===== config.mk =====
export PLATFORM = sky130hd
export DESIGN_NAME = pink_noise_shaping_filter_flat
export DESIGN_NICKNAME = d
export VERILOG_FILES = /design/src/hw/rtl/pnf_pkg.sv /design/src/hw/rtl/pnf_ifs.sv /design/src/hw/rtl/pnf_ctrl.sv /design/src/hw/rtl/pnf_datapath.sv /design/src/hw/rtl/pink_noise_shaping_filter.sv /design/src/flat_wrapper.sv
export SDC_FILE = /design/constraint.sdc
export NUM_CORES = 2
export LEC_CHECK = 0
export ABC_CLOCK_PERIOD_IN_PS = 10050
export BUFFER_PORTS_ARGS = -buffer_cell sky130_fd_sc_hd__clkbuf_2
export CAP_MARGIN = 20
export CELL_PAD_IN_SITES_DETAIL_PLACEMENT = 0
export CELL_PAD_IN_SITES_GLOBAL_PLACEMENT = 1
export CORE_MARGIN = 1
export CORE_UTILIZATION = 38
export CTS_CLUSTER_DIAMETER = 50
export DETAILED_ROUTE_END_ITERATION = 7
export HOLD_SLACK_MARGIN = 0.15
export PLACE_DENSITY = 0.76
export SYNTH_ARGS = -nofsm -noshare
export SYNTH_HDL_FRONTEND = slang
export SYNTH_SLANG_ARGS = --single-unit

===== constraint.sdc =====
create_clock -name clock -period 10.05 [get_ports clock]
set_input_delay 0.5025 -clock clock [delete_from_list [all_inputs] [get_ports clock]]
set_output_delay 0.5025 -clock clock [all_outputs]
set_load 0.01 [all_outputs]

===== src/hw/rtl/pnf_pkg.sv =====
// ----------------------------------------------------------------------------
// pnf_pkg
// Shared types, constants and coefficient lookup for the pink noise filter.
// ----------------------------------------------------------------------------
package pnf_pkg;

   localparam int SAMPLE_WIDTH_DEF = 24;
   localparam int ACCUM_WIDTH_DEF  = 32;

   // coefficients are signed with 24 fraction bits
   localparam int CF_FRAC = 24;
   localparam int CF_W    = CF_FRAC + 1;

   localparam int POLES      = 6;
   localparam int POLE_IDX_W = $clog2(POLES);

   // sequencer steps: two multiplies per pole, then the fixed tail
   localparam int NUM_STEPS = 16;
   localparam int STEP_W    = $clog2(NUM_STEPS);
   localparam logic [STEP_W-1:0] STEP_DIRECT = STEP_W'(12);
   localparam logic [STEP_W-1:0] STEP_TAP    = STEP_W'(13);
   localparam logic [STEP_W-1:0] STEP_FOLD   = STEP_W'(14);
   localparam logic [STEP_W-1:0] STEP_SCALE  = STEP_W'(15);
   localparam logic [STEP_W-1:0] STEP_FIRST_SUM = STEP_W'(3);
   localparam logic [STEP_W-1:0] STEP_FIRST_WR  = STEP_W'(2);

   typedef logic signed [CF_W-1:0]     coef_type;
   typedef logic [POLE_IDX_W-1:0]      pole_idx_type;
   typedef logic [STEP_W-1:0]          step_type;

   localparam coef_type LEAK_CF [POLES] = '{
      25'sd16758090, 25'sd16665144, 25'sd16257122,
      25'sd14537458, 25'sd9227469,  -25'sd12777528
   };
   localparam coef_type GAIN_CF [POLES] = '{
      25'sd931436,  25'sd1259565, 25'sd2581208,
      25'sd5209084, 25'sd8941454, -25'sd283501
   };
   localparam coef_type DIRECT_CF = 25'sd8995943;
   localparam coef_type TAP_CF    = 25'sd1944916;
   localparam coef_type SCALE_CF  = 25'sd3355443;

   typedef enum logic [2:0] {
      MUL_LEAK,
      MUL_GAIN,
      MUL_DIRECT,
      MUL_TAP,
      MUL_SCALE
   } mul_sel_type;

   typedef enum logic [1:0] {
      SUM_NONE,
      SUM_POLE,
      SUM_PROD,
      SUM_TAP
   } sum_sel_type;

   typedef enum logic [1:0] {
      ST_IDLE,
      ST_RUN,
      ST_DONE
   } state_type;

   typedef struct packed {
      logic         load_sample;
      logic         mul_en;
      mul_sel_type  mul_sel;
      pole_idx_type mul_idx;
      logic         load_t;
      logic         write_pole;
      pole_idx_type wr_idx;
      sum_sel_type  sum_sel;
      logic         write_tap;
      logic         load_out;
   } cmd_type;

   function automatic coef_type pnf_coef(mul_sel_type sel, pole_idx_type idx);
      coef_type c;
      c = '0;
      case (sel)
         MUL_LEAK:   if (idx < POLE_IDX_W'(POLES)) c = LEAK_CF[idx];
         MUL_GAIN:   if (idx < POLE_IDX_W'(POLES)) c = GAIN_CF[idx];
         MUL_DIRECT: c = DIRECT_CF;
         MUL_TAP:    c = TAP_CF;
         MUL_SCALE:  c = SCALE_CF;
         default:    c = '0;
      endcase
      return c;
   endfunction

endpackage


===== src/hw/rtl/pnf_ifs.sv =====
// ----------------------------------------------------------------------------
// pnf request / response channels
// Valid-ready channels carrying one white sample in and one pink sample out.
// ----------------------------------------------------------------------------
interface pnf_req_if #(
   parameter int SAMPLE_WIDTH = pnf_pkg::SAMPLE_WIDTH_DEF
);
   logic                           valid;
   logic                           ready;
   logic signed [SAMPLE_WIDTH-1:0] noise_in;

   modport source (output valid, output noise_in, input ready);
   modport sink   (input valid, input noise_in, output ready);
endinterface

interface pnf_rsp_if #(
   parameter int SAMPLE_WIDTH = pnf_pkg::SAMPLE_WIDTH_DEF
);
   logic                           valid;
   logic                           ready;
   logic signed [SAMPLE_WIDTH-1:0] pink_out;

   modport source (output valid, output pink_out, input ready);
   modport sink   (input valid, input pink_out, output ready);
endinterface


===== src/hw/rtl/pnf_ctrl.sv =====
// ----------------------------------------------------------------------------
// pnf_ctrl
// Sequencer for the pink noise filter: steps the shared multiplier through
// the per-sample schedule and owns the handshake and result valid flag.
// ----------------------------------------------------------------------------
module pnf_ctrl (
   input  logic            clock,
   input  logic            reset,
   input  logic            req_valid,
   output logic            req_ready,
   output logic            rsp_valid,
   input  logic            rsp_ready,
   output pnf_pkg::cmd_type cmd
);
   import pnf_pkg::*;

   state_type state_ff, state_in;
   step_type  step_ff, step_in;
   logic      rsp_valid_ff, rsp_valid_in;
   logic      out_free;

   assign out_free  = !rsp_valid_ff || rsp_ready;
   assign rsp_valid = rsp_valid_ff;

   always_ff @(posedge clock) begin
      if (reset) begin
         state_ff     <= ST_IDLE;
         step_ff      <= '0;
         rsp_valid_ff <= 1'b0;
      end else begin
         state_ff     <= state_in;
         step_ff      <= step_in;
         rsp_valid_ff <= rsp_valid_in;
      end
   end

   always_comb begin
      state_in  = state_ff;
      step_in   = step_ff;
      req_ready = 1'b0;
      cmd       = '0;
      cmd.mul_sel = MUL_LEAK;
      cmd.sum_sel = SUM_NONE;

      unique case (state_ff)
         ST_IDLE: begin
            req_ready = 1'b1;
            if (req_valid) begin
               cmd.load_sample = 1'b1;
               step_in         = '0;
               state_in        = ST_RUN;
            end
         end
         ST_RUN: begin
            cmd.mul_en = 1'b1;
            step_in    = step_ff + 1'b1;
            // pole phase: even step multiplies the leak, odd step the gain
            if (step_ff < STEP_DIRECT) begin
               cmd.mul_sel = step_ff[0] ? MUL_GAIN : MUL_LEAK;
               cmd.mul_idx = POLE_IDX_W'(step_ff >> 1);
               cmd.load_t  = step_ff[0];
            end
            if (!step_ff[0] && step_ff >= STEP_FIRST_WR && step_ff <= STEP_DIRECT) begin
               cmd.write_pole = 1'b1;
               cmd.wr_idx     = POLE_IDX_W'((step_ff >> 1) - 1'b1);
            end
            if (step_ff[0] && step_ff >= STEP_FIRST_SUM && step_ff < STEP_DIRECT) begin
               cmd.sum_sel = SUM_POLE;
            end
            if (step_ff == STEP_DIRECT) begin
               cmd.mul_sel = MUL_DIRECT;
               cmd.sum_sel = SUM_TAP;
            end
            if (step_ff == STEP_TAP) begin
               cmd.mul_sel = MUL_TAP;
               cmd.sum_sel = SUM_PROD;
            end
            if (step_ff == STEP_FOLD) begin
               cmd.mul_en    = 1'b0;
               cmd.sum_sel   = SUM_POLE;
               cmd.write_tap = 1'b1;
            end
            if (step_ff == STEP_SCALE) begin
               cmd.mul_sel = MUL_SCALE;
               state_in    = ST_DONE;
            end
         end
         ST_DONE: begin
            // hold the scaled product until the result register frees up
            if (out_free) begin
               cmd.load_out = 1'b1;
               state_in     = ST_IDLE;
            end
         end
         default: begin
            state_in = ST_IDLE;
         end
      endcase

      if (cmd.load_out) begin
         rsp_valid_in = 1'b1;
      end else if (rsp_ready) begin
         rsp_valid_in = 1'b0;
      end else begin
         rsp_valid_in = rsp_valid_ff;
      end
   end

endmodule


===== src/hw/rtl/pnf_datapath.sv =====
// ----------------------------------------------------------------------------
// pnf_datapath
// Pole accumulators, delayed tap, running sum and one shared rounding
// multiplier for the pink noise filter.
// ----------------------------------------------------------------------------
module pnf_datapath #(
   parameter int SAMPLE_WIDTH = pnf_pkg::SAMPLE_WIDTH_DEF,
   parameter int ACCUM_WIDTH  = pnf_pkg::ACCUM_WIDTH_DEF
) (
   input  logic                           clock,
   input  logic                           reset,
   input  pnf_pkg::cmd_type               cmd,
   input  logic signed [SAMPLE_WIDTH-1:0] noise_in,
   output logic signed [SAMPLE_WIDTH-1:0] pink_out
);
   import pnf_pkg::*;

   // sum is clamped before scaling: beyond this range 0.2*sum saturates anyway
   localparam int CLAMP_W = SAMPLE_WIDTH + 3;
   localparam int MUL_AW  = (ACCUM_WIDTH > CLAMP_W) ? ACCUM_WIDTH : CLAMP_W;
   localparam int PW      = MUL_AW + CF_W;
   localparam int RW      = PW - CF_FRAC;
   localparam int PS_W    = RW + 1;
   localparam int SUM_W   = MUL_AW + 3;
   localparam logic signed [PW-1:0] RND = PW'(2 ** (CF_FRAC - 1));

   logic signed [SAMPLE_WIDTH-1:0] s_ff;
   logic signed [ACCUM_WIDTH-1:0]  acc_ff [POLES];
   logic signed [ACCUM_WIDTH-1:0]  tap_ff;
   logic signed [ACCUM_WIDTH-1:0]  pole_new_ff;
   logic signed [RW-1:0]           t_ff;
   logic signed [SUM_W-1:0]        sum_ff, sum_in;
   logic signed [PW-1:0]           prod_ff, prod_in;
   logic signed [SAMPLE_WIDTH-1:0] pink_ff;

   logic signed [MUL_AW-1:0]       mul_a;
   coef_type                       mul_c;
   logic signed [RW-1:0]           rnd;
   logic signed [PS_W-1:0]         pole_sum;
   logic signed [ACCUM_WIDTH-1:0]  pole_sat;
   logic signed [ACCUM_WIDTH-1:0]  tap_sat;
   logic signed [SAMPLE_WIDTH-1:0] out_sat;
   logic signed [CLAMP_W-1:0]      sum_clamp;

   // product already carries the rounding offset, so the top bits are r(x*c)
   assign rnd = prod_ff[PW-1:CF_FRAC];

   always_comb begin
      case (cmd.mul_sel)
         MUL_LEAK:  mul_a = MUL_AW'(acc_ff[cmd.mul_idx]);
         MUL_SCALE: mul_a = MUL_AW'(sum_clamp);
         default:   mul_a = MUL_AW'(s_ff);
      endcase
      mul_c   = pnf_coef(cmd.mul_sel, cmd.mul_idx);
      prod_in = mul_a * mul_c + RND;
   end

   always_comb begin
      pole_sum = PS_W'(t_ff) + PS_W'(rnd);
      if ((&pole_sum[PS_W-1:ACCUM_WIDTH-1]) || !(|pole_sum[PS_W-1:ACCUM_WIDTH-1])) begin
         pole_sat = pole_sum[ACCUM_WIDTH-1:0];
      end else begin
         pole_sat = pole_sum[PS_W-1] ? {1'b1, {(ACCUM_WIDTH-1){1'b0}}}
                                     : {1'b0, {(ACCUM_WIDTH-1){1'b1}}};
      end

      if ((&rnd[RW-1:ACCUM_WIDTH-1]) || !(|rnd[RW-1:ACCUM_WIDTH-1])) begin
         tap_sat = rnd[ACCUM_WIDTH-1:0];
      end else begin
         tap_sat = rnd[RW-1] ? {1'b1, {(ACCUM_WIDTH-1){1'b0}}}
                             : {1'b0, {(ACCUM_WIDTH-1){1'b1}}};
      end

      if ((&rnd[RW-1:SAMPLE_WIDTH-1]) || !(|rnd[RW-1:SAMPLE_WIDTH-1])) begin
         out_sat = rnd[SAMPLE_WIDTH-1:0];
      end else begin
         out_sat = rnd[RW-1] ? {1'b1, {(SAMPLE_WIDTH-1){1'b0}}}
                             : {1'b0, {(SAMPLE_WIDTH-1){1'b1}}};
      end

      if ((&sum_ff[SUM_W-1:CLAMP_W-1]) || !(|sum_ff[SUM_W-1:CLAMP_W-1])) begin
         sum_clamp = sum_ff[CLAMP_W-1:0];
      end else begin
         sum_clamp = sum_ff[SUM_W-1] ? {1'b1, {(CLAMP_W-1){1'b0}}}
                                     : {1'b0, {(CLAMP_W-1){1'b1}}};
      end
   end

   always_comb begin
      case (cmd.sum_sel)
         SUM_POLE: sum_in = sum_ff + SUM_W'(pole_new_ff);
         SUM_PROD: sum_in = sum_ff + SUM_W'(rnd);
         SUM_TAP:  sum_in = sum_ff + SUM_W'(tap_ff);
         default:  sum_in = sum_ff;
      endcase
      if (cmd.load_sample) begin
         sum_in = '0;
      end
   end

   // filter state
   always_ff @(posedge clock) begin
      if (reset) begin
         for (int k = 0; k < POLES; k++) begin
            acc_ff[k] <= '0;
         end
         tap_ff <= '0;
      end else begin
         if (cmd.write_pole) begin
            acc_ff[cmd.wr_idx] <= pole_sat;
         end
         if (cmd.write_tap) begin
            tap_ff <= tap_sat;
         end
      end
   end

   // working registers
   always_ff @(posedge clock) begin
      if (cmd.load_sample) begin
         s_ff <= noise_in;
      end
      if (cmd.mul_en) begin
         prod_ff <= prod_in;
      end
      if (cmd.load_t) begin
         t_ff <= rnd;
      end
      if (cmd.write_pole) begin
         pole_new_ff <= pole_sat;
      end
      if (cmd.load_out) begin
         pink_ff <= out_sat;
      end
      sum_ff <= sum_in;
   end

   assign pink_out = pink_ff;

endmodule


===== src/hw/rtl/pink_noise_shaping_filter.sv =====
// ----------------------------------------------------------------------------
// pink_noise_shaping_filter
// Six-pole plus tap IIR that shapes white noise into pink noise.
// ----------------------------------------------------------------------------
// Each sample is accepted in the idle state; the sequencer then steps the
// single shared rounding multiplier through its schedule (leak and gain for
// each of the six poles, then the direct term, the tap, a fold step with no
// multiply and the output scale), and the done state loads the result
// register. That multiplier schedule sets the rate. The result register is
// separate from the datapath, so a new sample is taken while the previous
// result still waits; the block only holds when a second result is ready
// before the first has been taken. All arithmetic is fixed point with
// round-to-nearest products and saturation of pole state, tap and output.
module pink_noise_shaping_filter #(
   parameter int SAMPLE_WIDTH = pnf_pkg::SAMPLE_WIDTH_DEF,
   parameter int ACCUM_WIDTH  = pnf_pkg::ACCUM_WIDTH_DEF
) (
   input  logic       clock,
   input  logic       reset,
   pnf_req_if.sink    req_bus,
   pnf_rsp_if.source  rsp_bus
);
   import pnf_pkg::*;

   cmd_type cmd;

   pnf_ctrl u_ctrl (
      .clock     (clock),
      .reset     (reset),
      .req_valid (req_bus.valid),
      .req_ready (req_bus.ready),
      .rsp_valid (rsp_bus.valid),
      .rsp_ready (rsp_bus.ready),
      .cmd       (cmd)
   );

   pnf_datapath #(
      .SAMPLE_WIDTH (SAMPLE_WIDTH),
      .ACCUM_WIDTH  (ACCUM_WIDTH)
   ) u_datapath (
      .clock    (clock),
      .reset    (reset),
      .cmd      (cmd),
      .noise_in (req_bus.noise_in),
      .pink_out (rsp_bus.pink_out)
   );

endmodule


===== src/flat_wrapper.sv =====
// flat-port wrapper written by rule: the top's interface ports become plain ports
module pink_noise_shaping_filter_flat import pnf_pkg::*;
#(
   parameter int SAMPLE_WIDTH = pnf_pkg::SAMPLE_WIDTH_DEF,
   parameter int ACCUM_WIDTH  = pnf_pkg::ACCUM_WIDTH_DEF
)
  (clock, reset, req_bus_valid, req_bus_noise_in, req_bus_ready, rsp_bus_valid, rsp_bus_pink_out, rsp_bus_ready);
  pnf_req_if #(.SAMPLE_WIDTH(SAMPLE_WIDTH)) req_bus_i ();
  pnf_rsp_if #(.SAMPLE_WIDTH(SAMPLE_WIDTH)) rsp_bus_i ();
  input  logic clock;
  input  logic reset;
  input wire logic [$bits(req_bus_i.valid)-1:0] req_bus_valid;
  input wire logic [$bits(req_bus_i.noise_in)-1:0] req_bus_noise_in;
  output wire logic [$bits(req_bus_i.ready)-1:0] req_bus_ready;
  output wire logic [$bits(rsp_bus_i.valid)-1:0] rsp_bus_valid;
  output wire logic [$bits(rsp_bus_i.pink_out)-1:0] rsp_bus_pink_out;
  input wire logic [$bits(rsp_bus_i.ready)-1:0] rsp_bus_ready;
  assign req_bus_i.valid = req_bus_valid;
  assign req_bus_i.noise_in = req_bus_noise_in;
  assign req_bus_ready = req_bus_i.ready;
  assign rsp_bus_valid = rsp_bus_i.valid;
  assign rsp_bus_pink_out = rsp_bus_i.pink_out;
  assign rsp_bus_i.ready = rsp_bus_ready;
  pink_noise_shaping_filter #(.SAMPLE_WIDTH(SAMPLE_WIDTH), .ACCUM_WIDTH(ACCUM_WIDTH)) u_core (.clock(clock), .reset(reset), .req_bus(req_bus_i), .rsp_bus(rsp_bus_i));
endmodule

==> metrics.md <==
| Metric | Value |
|---|---|
| CP most frequent cell | fa_1 |
| IO Port Bufs | 53 |
| Synthesis-stage register bit count | a little over 400 |
| Root Driver | clkbuf_16 |
| Final #Nets | between 6000 and 7000 |
| Initial Util | between 30% and 40% |
| Core area | 0.128 sq mm |
| Total number of vias | ~38000 |
| 1st-iter DRT viols | around 3300 |
| DPL Wire Length | around 130000 microns |
| Syn nets | 6320 |
| Synth top area share | 33.6% |
| Synthesized area | between 0.04 and 0.05 sq mm |
| Hold WS | 0.211 ns |
| Clk sinks | a little over 400 |
| Main flop type after synthesis | edfxtp_1 |
| Total Wirelength | between 150000 and 200000 microns |
| Die ar. | between 0.1 and 0.15 sq mm |
| Most frequent cell after synthesis | inv_1 |
| CP Max Fanout | 16 |
| Fin. max-slew vios | 0 |
| Gr usage total | roughly a quarter |
| Wire per inst | 22.6 microns |
| Setup CP Type | reg2reg |
| Die Y | roughly 360 microns |
| Pin slew with the least headroom to its limit | around 1.1 ns |
| Max Cap Viol | 0 |
| Cell Rows | 131 |
| Final ANT Viol Nets | 0 |
| Clock Path Buffers | 3 |
| Fraction of layout cells with a size suffix above 1 | about 7.2% |
| Critical Path RT | about 10 ns |
| Remaining DRCs | 0 |
| Dpl cell area | roughly 0.052 sq mm |
| Sequential-to-total area share from yosys stat | 23.8% |
| Final core occ | approximately two fifths |
| CTS Buf Count | 44 |
| Fin crit period | 9.63 ns |
| First-pass GRT wire length | approximately 240000 microns |
| Cell accounting for the most synthesized area | fa_1 |
| Cells after synthesis | around 5200 |
| Die X | 361 microns |
| DR pass1 iterations | 5 |
| IO Pins | 54 |
| Initial antenna violation count | 7 |
| Post-route clock skew | just over 0.03 ns |
| Async set-reset flop share out of synthesis | 0% |
| Avg Vias per Cell | 5.39 |
| Startpoint types | flop |
| Vias in the first global route | about 39000 |
| Period Utilization, post-route | 95.8% |
| Post-route setup TNS | 0 ns |
| Largest net degree at the start of global routing | about 70 |
| Synth cell count leaders | inv_1, fa_1, nor2_1 |
| Status | finished, final reports clean |
| EDFF count, synth | 338 |
| GR Overflow Total | 0 |
| Synth unique cells | 92 |
| Slew margin rel. | roughly a quarter |
| Max stage delay cell, worst path | fa_1 |
| Crit-path max cell delay | 0.54 ns |
| Synth Warn # | 0 |
| Area grow syn2layout | 9.59% |
| Final setup viols | 0 |
| Crit path DAT | about 10 ns |
| Clk slew on worst S/H paths | approximately 0.07 ns |
| HP Class | in2reg |
| RSZ-0062 raised after global routing | no |
| Final Hold Viols | 0 |
| Mean Syn Cell Area | 9.36 sq um |
| Worst skew pair latency | 0.60 ns |
| H-tree Lvls | 2 |
| GP Congestion | between 0.9 and 1 |
| Design area | approximately 0.054 sq mm |
| Area contributors post-synth | fa_1, edfxtp_1, inv_1 |
| Fmax | between 100 and 150 MHz |
| CP Capture Type | flop |
| TritonCTS clock tree | yes |
[cells by family (layout without fill, tap and decap cells)]
| family | count (synthesis) | in the layout | share of synthesized area, % |
|---|---|---|---|
| other | 0 | 1 | 0 |
| multiplexers | 67 | 67 | 1.37 |
| buffers and inverters | 1198 | 1270 | 9.27 |
| AND/OR/NAND/NOR | 1665 | 1665 | 14.1 |
| XOR/XNOR | 98 | 98 | 1.75 |
| adder cells (fa/ha/maj) | 1062 | 1062 | 39.8 |
| AO/OA/AOI/OAI | 728 | 728 | 9.95 |
| flip-flops | 412 | 412 | 23.8 |
[critical path: cells and delay by family (launching register included)]
kind / cells / cell delay, ns
DFF: 1 / 0.41
adders and majority gates: 9 / 4.10
and+or+nand+nor: 4 / 0.78
AOI/OAI and AO/OA: 12 / 2.62
xor gates and xnor gates: 1 / 0.14
buffers and inverters: 7 / 1.28
[registers in the layout, summed over array words and instances (netlist names)]
signal / cells
u_core.u_datapath.pole_new_ff: 32
u_core.u_datapath.prod_ff: 33
u_core.u_datapath.s_ff: 24
u_core.u_ctrl.step_ff: 4
u_core.u_ctrl.rsp_valid: 1
u_core.u_datapath.acc_ff: 192
u_core.u_datapath.sum_ff: 35
u_core.u_ctrl.state_ff: 2
u_core.u_datapath.t_ff: 33
u_core.u_datapath.pink_out: 24
u_core.u_datapath.tap_ff: 32
[per-stage QoR]
stage	setup WS, ns	cells
floorplan	0.264	5230
global placement	0.127	6852
detailed placement	0.0821	6854
CTS	0.0357	6960
global route	0.0118	6964
finish	0.425	6965
[path summary, 6_finish.rpt]
path,depth (start not counted),from,end,slack (ns)
setup / recovery,33,u_core.u_ctrl.step_ff[1],u_core.u_datapath.prod_ff[55],0.42
hold / removal,3,rsp_bus_ready,u_core.u_ctrl.rsp_valid,0.21
setup reg to reg,33,u_core.u_ctrl.step_ff[1],u_core.u_datapath.prod_ff[55],0.42
hold reg to reg,2,u_core.u_datapath.sum_ff[5],u_core.u_datapath.sum_ff[5],0.48
[final cells by class]
type                       count  area (sq um)
antenna                        1          2.50
inverter                     937          3520
multi-input combinational   3620         33000
timing repair buffer         251          1920
sequential                   412         11600
tap                         1662          2080
fill                       12445         74100
clock inverter                21           263
clock buffer                  61          1200
[what timing repair did]
action,4_1_cts,5_1_grt
hold buffers,24,0
endpoints found under the setup margin,0,26
setup buffers,0,4
gates resized for setup,0,25
endpoints found under the hold margin,24,0
[per-layer routing]
layer  global-route usage (%)  share of wire (%)  vias up  routed length (microns)
met3                     3.37                7.4      253                    11600
met1                     33.3                 42    19264                    66600
met5                        0              0.029        -                       46
met2                     40.0                 47     1382                    73900
met4                     7.13                3.3        6                     5180
li1                         -                  -    16618                        -
[cell usage in the layout, fill, tap and decap left out, types with 104 or more instances in the layout]
| cell | instances |
|---|---|
| a21o_1 | 104 |
| nand2_1 | 623 |
| inv_1 | 932 |
| edfxtp_1 | 338 |
| ha_1 | 241 |
| o21ai_0 | 139 |
| nor2_1 | 754 |
| a21oi_1 | 185 |
| buf_4 | 162 |
| fa_1 | 820 |
Power is left out: the tool's default activity adds up to more than one toggle a clock period on the data nets, which glitch-free logic cannot reach.
